<file path="src/hw/rtl/pht_pkg.sv">
`timescale 1ns / 1ps

package pht_pkg;

    localparam int COLOR_W = 12;
    localparam int SHIFT_W = 8;
    localparam int CH_W    = 3;
    localparam int HUE_W   = 16;

    // restoring steps after the first quotient bit
    localparam int DIV_STEPS = HUE_W - 1;

    localparam logic [HUE_W-1:0] HUE_SIXTH   = 16'h2aaa;
    localparam logic [HUE_W-1:0] HUE_YELLOW  = 16'h2aaa;
    localparam logic [HUE_W-1:0] HUE_MAGENTA = 16'hd556;
    localparam logic [HUE_W-1:0] HUE_CYAN    = 16'h8000;
    localparam logic [HUE_W-1:0] HUE_GRN_OFS = 16'h5555;
    localparam logic [HUE_W-1:0] HUE_BLU_OFS = 16'haaaa;
    localparam logic [HUE_W-1:0] FULL_SCALE  = 16'hffff;
    localparam logic [HUE_W-1:0] HALF_SCALE  = 16'h7fff;
    // ceil(2^17 / 3), exact divide by three for 16-bit values
    localparam logic [HUE_W-1:0] DIV3_RECIP  = 16'haaab;

    localparam logic [1:0] BR_RED   = 2'd0;
    localparam logic [1:0] BR_GREEN = 2'd1;
    localparam logic [1:0] BR_BLUE  = 2'd2;

    localparam logic [2:0] HEXT_1 = 3'd1;
    localparam logic [2:0] HEXT_2 = 3'd2;
    localparam logic [2:0] HEXT_3 = 3'd3;
    localparam logic [2:0] HEXT_4 = 3'd4;
    localparam logic [2:0] HEXT_5 = 3'd5;

    typedef logic [1:0] pht_branch_t;

    typedef struct packed {
        logic [COLOR_W-1:0] word;
        logic               bypass;
        logic [HUE_W-1:0]   shift16;
        logic [HUE_W-1:0]   mx;
        logic [HUE_W-1:0]   delta;
        logic               sat_full;
        pht_branch_t        branch;
        logic               neg;
        logic               spec;
        logic [HUE_W-1:0]   spec_hue;
        logic [HUE_W:0]     sat_rem;
        logic [HUE_W-1:0]   sat_quo;
        logic [HUE_W:0]     hue_rem;
        logic [HUE_W-1:0]   hue_quo;
        logic [HUE_W-1:0]   hue_part;
        logic [HUE_W-1:0]   sat;
        logic [HUE_W-1:0]   hue;
        logic [2:0]         hext;
        logic [HUE_W-1:0]   remh;
        logic [HUE_W-1:0]   sat_half;
        logic [HUE_W-1:0]   p;
        logic [HUE_W-1:0]   prodq;
        logic [HUE_W-1:0]   prodt;
        logic [HUE_W-1:0]   q;
        logic [HUE_W-1:0]   t;
    } pht_item_t;

    // replicate a 3-bit channel across 16 bits
    function automatic logic [HUE_W-1:0] widen3(input logic [CH_W-1:0] v);
        widen3 = {v, v, v, v, v, v[CH_W-1]};
    endfunction

endpackage

</file>
<file path="src/hw/rtl/pht_div_step.sv">
`timescale 1ns / 1ps

module pht_div_step (
    input  logic [pht_pkg::HUE_W:0]   rem,
    input  logic [pht_pkg::HUE_W-1:0] den,
    input  logic [pht_pkg::HUE_W-1:0] quo,
    output logic [pht_pkg::HUE_W:0]   rem_next,
    output logic [pht_pkg::HUE_W-1:0] quo_next
);
    import pht_pkg::*;

    logic [HUE_W:0] shifted;
    logic           fits;

    // remainder stays below the divisor, so one shifted bit is enough headroom
    assign shifted  = {rem[HUE_W-1:0], 1'b0};
    assign fits     = shifted >= {1'b0, den};
    assign rem_next = fits ? (shifted - {1'b0, den}) : shifted;
    assign quo_next = {quo[HUE_W-2:0], fits};

endmodule

</file>
<file path="config.mk">
export PLATFORM = sky130hd
export DESIGN_NAME = pht_div_step
export DESIGN_NICKNAME = d
export VERILOG_FILES = /design/src/hw/rtl/pht_pkg.sv /design/src/hw/rtl/pht_div_step.sv
export SDC_FILE = /design/constraint.sdc
export NUM_CORES = 1
export LEC_CHECK = 0
export ABC_AREA = 1
export ABC_CLOCK_PERIOD_IN_PS = 4100
export BUFFER_PORTS_ARGS = -buffer_cell sky130_fd_sc_hd__buf_2
export CAP_MARGIN = 20
export CORE_MARGIN = 10
export CORE_UTILIZATION = 52
export DETAILED_ROUTE_END_ITERATION = 12
export PLACE_DENSITY = 0.95
export SYNTH_ARGS = -nofsm -noshare
export SYNTH_HDL_FRONTEND = slang
export SYNTH_SLANG_ARGS = --single-unit
</file>
<file path="constraint.sdc">
create_clock -name vclk -period 4.1
set_input_delay 0.41 -clock vclk [all_inputs]
set_output_delay 0.41 -clock vclk [all_outputs]
set_load 0.02 [all_outputs]
</file>
Word-level counts from Yosys, hierarchy flattened --
Index checks and enable logic that the tools add are counted.
Cells by class: add/subtract/negate cells 1, magnitude comparators 1, muxes and demuxes 1
Operator list (count):
- 17-bit by 16-bit >= comparator with 1-bit output | 1
- 17-bit 2-to-1 mux | 1
- 17-bit by 16-bit subtractor with 17-bit output | 1
Word-level totals: logic and storage cells 3, input port bits 49, output and inout port bits 33, bits in registers 0

Longest topological paths before layout --
Gate-level depths: netlist of the first run.
depth after elaboration 2, mapped depth 13, gate-level depth less buffers 13

Worst setup path after synthesis of the first run --
No wires, ideal clock.
kind input port to output port, start input port den[8] in the netlist's numbering, end output port rem_next[1] in the netlist's numbering, stages 11, path slack 1.803 ns, path buffers 0, arrival time 1.887 ns, data required time 3.690 ns, path through inv_1 ha_1 nand2_1 inv_1 nand2_1 nand2_1 inv_2 nand3_2 nand2_4 nand2_4 o21ai_0
On the way: longest elaborated chain between the ends 2
Ends and longest elaborated chain:
- from (decl) | line pht_div_step.sv:5 | input logic [pht_pkg::HUE_W-1:0] den,
- 17-bit by 16-bit >= comparator with 1-bit output | line pht_div_step.sv:17 | assign fits = shifted >= {1'b0, den};
- 17-bit 2-to-1 mux | line pht_div_step.sv:18 | assign rem_next = fits ? (shifted - {1'b0, den}) : shifted;
- to (decl) | line pht_div_step.sv:7 | output logic [pht_pkg::HUE_W:0] rem_next,
No other way between the ends.

Worst setup path after layout of the first run --
start input port den[1] in the netlist's numbering, end output port rem_next[12] in the netlist's numbering
On the way: longest elaborated chain between the ends 2, elaborated cells on any way between the ends 3, classes of those cells add/sub: 1; order compare: 1; mux: 1
Ends and longest elaborated chain (line):
- 17-bit by 16-bit subtractor with 17-bit output or 17-bit by 16-bit >= comparator with 1-bit output (tied branches) | pht_div_step.sv:18, pht_div_step.sv:17
- 17-bit 2-to-1 mux * | pht_div_step.sv:18
Every way passes the cells marked *; elsewhere a longest branch is shown, timed or not.

==> results of run 1 <==
area by class of cell:
type	instances	area, sq um	share of cell area [%]
inverters	63	236	14.1
multi-input cells	216	1150	68.6
well taps	31	38.8	2.32
repair buffers	50	250	15.0
worst max-delay path: stages:
cell and delay, ns:
buf_2 0.10, inv_1 0.04, ha_1 0.30, ha_1 0.21
nand2_1 0.07, nor2_1 0.05, nand2_1 0.07, o21ai_2 0.07
nor2_4 0.37, nand2_4 0.23, nand3_1 0.14, nand2_1 0.07
buf_2 0.16
logic make-up after synthesis:
logic type | share of synthesized area (%)
simple gates | 50.9
buf+inv | 25.1
fa+ha+maj | 14.4
compound gates | 5.64
xor+xnor | 4.01
power groups by stage:
| stage | registers (W) | clock network (W) | logic [W] |
|---|---|---|---|
| detailed placement | 0 | 0 | 0.000284 |
| floorplan | 0 | 0 | 0.000229 |
| CTS | 0 | 0 | 0.000285 |
| global placement | 0 | 0 | 0.000277 |
| finish | 0 | 0 | 0.000284 |
| global route | 0 | 0 | 0.000321 |
worst paths after layout:
kind | end | cells after the start
setup / recovery | rem_next[12] | 13
hold / removal | quo_next[13] | 0
layer usage:
layer	wire length [um]	GRT usage, %
met5	0	0
met4	36	1.63
met3	337	2.39
met2	1920	25.9
met1	1770	17.5
metrics by stage:
stage               hold slack (ns)  util (%)
floorplan                     0.933         -
finish                        0.820      60.1
detailed placement            0.820      60.1
CTS                           0.820      60.1
global route                  0.820      60.1
global placement              0.820      60.1
cells in the final DEF (no fill, tap or decap):
cell type and count:
inv_2 1, nand2_1 114, fa_1 1, buf_2 50, inv_1 62, nor3_1 1, nand4_1 3, a21oi_2 2
nor2_4 1, a21oi_1 9, o21ai_2 1, nand3_1 28, nand3_2 2, o21ai_0 3, and2_1 2, nand2_4 2
nor2_1 14, nor2_2 2, and3_1 1, nand2_2 1, or2_2 1, xnor2_1 1, nand3b_1 4, ha_1 16
or2_0 1, xor2_1 6
==> metrics, run 1 <==
Final min period 2.70 ns; seq_cells 0; first-pass GRT wire length 6.83 mm; postcts setup bufs 0; n_diodes 0; routed wire length 4.06 mm; Die X-Extent around 74 um; most common cell in the netlist nand2_1; HP Start quo[12]; initial antenna violation count 0; Yosys cell types 28; Seq pwr share 0%; average wire per standard cell 11.3 um; syn nets between 300 and 400; Mapped Cells 298; Area after DPL 0.00167 sq mm; CP endpoint kind primary output; Ports 82; leading area contributor after synthesis nand2_1; unrepaired setup endpoints after global routing no; outcome completed; # hold bufs at CTS 0; post-route antenna net violation count 0; switching part of the total 63.9%; Pins Over Slew Limit 0; vias in the first global route 1664; Resized Gates After CTS 0; crit start category input pin; final cell count without fillers 360; Pre-Repair DR Iteration Count 4; total power 0.000284 W; dpl ws 1.40 ns; Synth Warn # 0; CLK BUF 0; WP data required 3.69 ns; commonest cells in the netlist nand2_1 (114), inv_1 (62), nand3_1 (28), buf_4 (17), ha_1 (16); post-DP HPWL around 3.5 mm; post-route cell area 0.00167 sq mm; internal power approximately 0.0001 W; Worst-Margin Slew between 0.4 and 0.5 ns; core area 0.00278 sq mm; Initial Util 55.0%; Setup WS post-layout 1.40 ns; share of cells above drive strength 1 between 10% and 20%; gr usage total 14.3%; Worst EP arrival about 2.3 ns; peak supply drop 0.000103 V; Fin Setup TNS 0 ns; Worst Setup Path Type in -> out; Placer Congestion between 0.9 and 1; Hold Fails Final Rpt 0; P&R area growth vs syn 9.24%; top cell type's share of synthesized area 28.0%; drc violations 0; Rows 19; Crit Path Max Fanout 18; setup violators final 0; clock group share of total power 0%; nets@finish a little under 400; Pwr Density around 170 mW/mm^2; Crit. Startpoint den[1]; Register Area 0 sq um; MaxCap Viol Count 0; Area contributors post-synth nand2_1 (28%), inv_1 (15%), ha_1 (13%), nand3_1 (9.2%), buf_4 (8.3%); Avg Cell Area, Syn 5.13 sq um; Placed Cells incl. Taps between 300 and 400; sequential element share of the synthesized area 0%; Slew HR 69.8%; vias after detailed routing roughly 1800; P_leak 1.16 nW; initial drt markers 103; HP Class in -> out; die area 0.00551 sq mm; die height 74.2 um; Psw 0.000182 W; period utilisation layout between 60% and 70%; largest net degree at the start of global routing 19; Max Clock Freq 370 MHz; grt total ovfl 0; via/cell ratio 4.98; Netlist Area Pre-Place 0.00153 sq mm; combinational fraction of design power 100.0%; port bufs 50; fill cell count 298
Note: power is estimated with default switching activity, not from simulation.
==> run 2: changes to the inputs <==
--- a/config.mk
+++ b/config.mk
@@ -6,13 +6,13 @@
 export NUM_CORES = 1
 export LEC_CHECK = 0
 export ABC_AREA = 1
-export ABC_CLOCK_PERIOD_IN_PS = 4100
+export ABC_CLOCK_PERIOD_IN_PS = 2400
 export BUFFER_PORTS_ARGS = -buffer_cell sky130_fd_sc_hd__buf_2
 export CAP_MARGIN = 20
 export CORE_MARGIN = 10
-export CORE_UTILIZATION = 52
+export CORE_UTILIZATION = 43
 export DETAILED_ROUTE_END_ITERATION = 12
-export PLACE_DENSITY = 0.95
+export PLACE_DENSITY = 0.87
 export SYNTH_ARGS = -nofsm -noshare
 export SYNTH_HDL_FRONTEND = slang
 export SYNTH_SLANG_ARGS = --single-unit
==> constraint.sdc (replaced) <==
create_clock -name vclk -period 2.4
set_input_delay 0.24 -clock vclk [all_inputs]
set_output_delay 0.24 -clock vclk [all_outputs]
set_load 0.02 [all_outputs]
==> run 2 against run 1 <==
  * Via count decreased by 3.5%
  * Final area rose by 2.0%
  * Utilization decreased by 9.8 points
  * First-iteration DRC count up 45%
  * Die area grew 15%
  * Power is 71% higher
  * Setup slack got worse by 1.2 ns
  * Critical path depth is 2 lower
  * Largest cell class unchanged
  * Highest routed layer unchanged
==> metrics, run 2 (synthesis gave the netlist of run 1 again) <==
outcome completed; post-route antenna net violation count 0; Hold Slack 0.480 ns; crit start category input pin; initial drt markers 149; CLK BUF 0; Initial Util 45.1%; setup violators final 0; Worst-Margin Slew 0.224 ns; die height 79.7 um; Pins Over Slew Limit 0; Worst path slowest cell ha_1; Top Family by Delay on Critical Path simple AND/OR/NAND/NOR gates; unrepaired setup endpoints after global routing no; gr usage total 12.7%; MaxCap Viol Count 0; Hold Fails Final Rpt 0; vias after detailed routing 1728; n_diodes 0; area taken by multi-input logic gates around 0.0011 sq mm; CP endpoint kind primary output; port bufs 50; grt total ovfl 0; share of cells above drive strength 1 19.6%; Worst Setup Path Type in -> out; Pre-Repair DR Iteration Count 4; Max Clock Freq between 400 and 500 MHz; Ports a little over 80; postcts setup bufs 0; HP Class in -> out; initial antenna violation count 0; dpl ws around 0.24 ns; peak supply drop 0.000126 V; Register Area 0 sq um; Fin Setup TNS 0 ns; Critical Path, Cell by Cell buf_2 -> ha_1 -> nand2_1 -> nor2_1 -> nand2_1 -> o21ai_2 -> nor2_4 -> nand2_4 -> nand3_1 -> nand2_1 -> buf_2; total power 0.000486 W; vias in the first global route ~1700; fin util 50.3%; Placer Congestion 0.873; most common cell after layout, fill and taps aside nand2_1; # hold bufs at CTS 0; core area roughly 0.0034 sq mm; largest net degree at the start of global routing 19; seq_cells 0; Crit Path Max Fanout 18; Pwr Density roughly 290 mW/mm^2; Worst path max stage delay around 0.34 ns; most frequent CP cell nand2_1; fill cell count 377; nets@finish 399; Setup WS post-layout 0.244 ns; Slew HR a little under nine tenths; routed wire length 4.07 mm; CP Buf/Inv Count 2; Die X-Extent approximately 80 um; drc violations 0; commonest non-fill, non-tap cells in the layout nand2_1 (114), inv_1 (62), buf_2 (50), nand3_1 (28), ha_1 (16); via/cell ratio between 4 and 5; first-pass GRT wire length 7.12 mm; Worst EP arrival 1.92 ns; P_leak 1.17 nW; P&R area growth vs syn 11.4%; die area 0.00634 sq mm; Resized Gates After CTS 0; Rows 21; WP data required 2.16 ns; average wire per standard cell 10.8 um; Final min period 2.16 ns; post-DP HPWL 3.50 mm; period utilisation layout about nine tenths
[run 2: area by class of cell]
type                       instances  area share (%)
inverter                          63            13.9
multi-input combinational        216            67.2
tap                               46            3.37
timing repair buffer              52            15.6
[run 2: power by group]
part / internal, W / switching (W)
clock: 0 / 0
sequential: 0 / 0
combinational: 0.000176 / 0.000310
total: 0.000176 / 0.000310
[run 2: stage by stage]
stage          instances  instance area, sq um
4_1_cts              377                  1710
2_1_floorplan        298                  1530
5_1_grt              377                  1710
3_5_place_dp         377                  1710
6_report             377                  1710
3_3_place_gp         377                  1710
[run 2: worst paths after layout]
check,slack [ns],start,cells after the start,endpoint
setup / recovery,0.24,rem[5],11,rem_next[9]
hold / removal,0.48,quo[11],0,quo_next[12]
[run 2: per-layer routing]
layer	up-vias	wire, um	GRT usage [%]
met5	-	0	0
met4	0	21	1.25
met3	2	322	2.14
met2	55	1870	22.5
met1	716	1860	16.0
li1	955	-	-
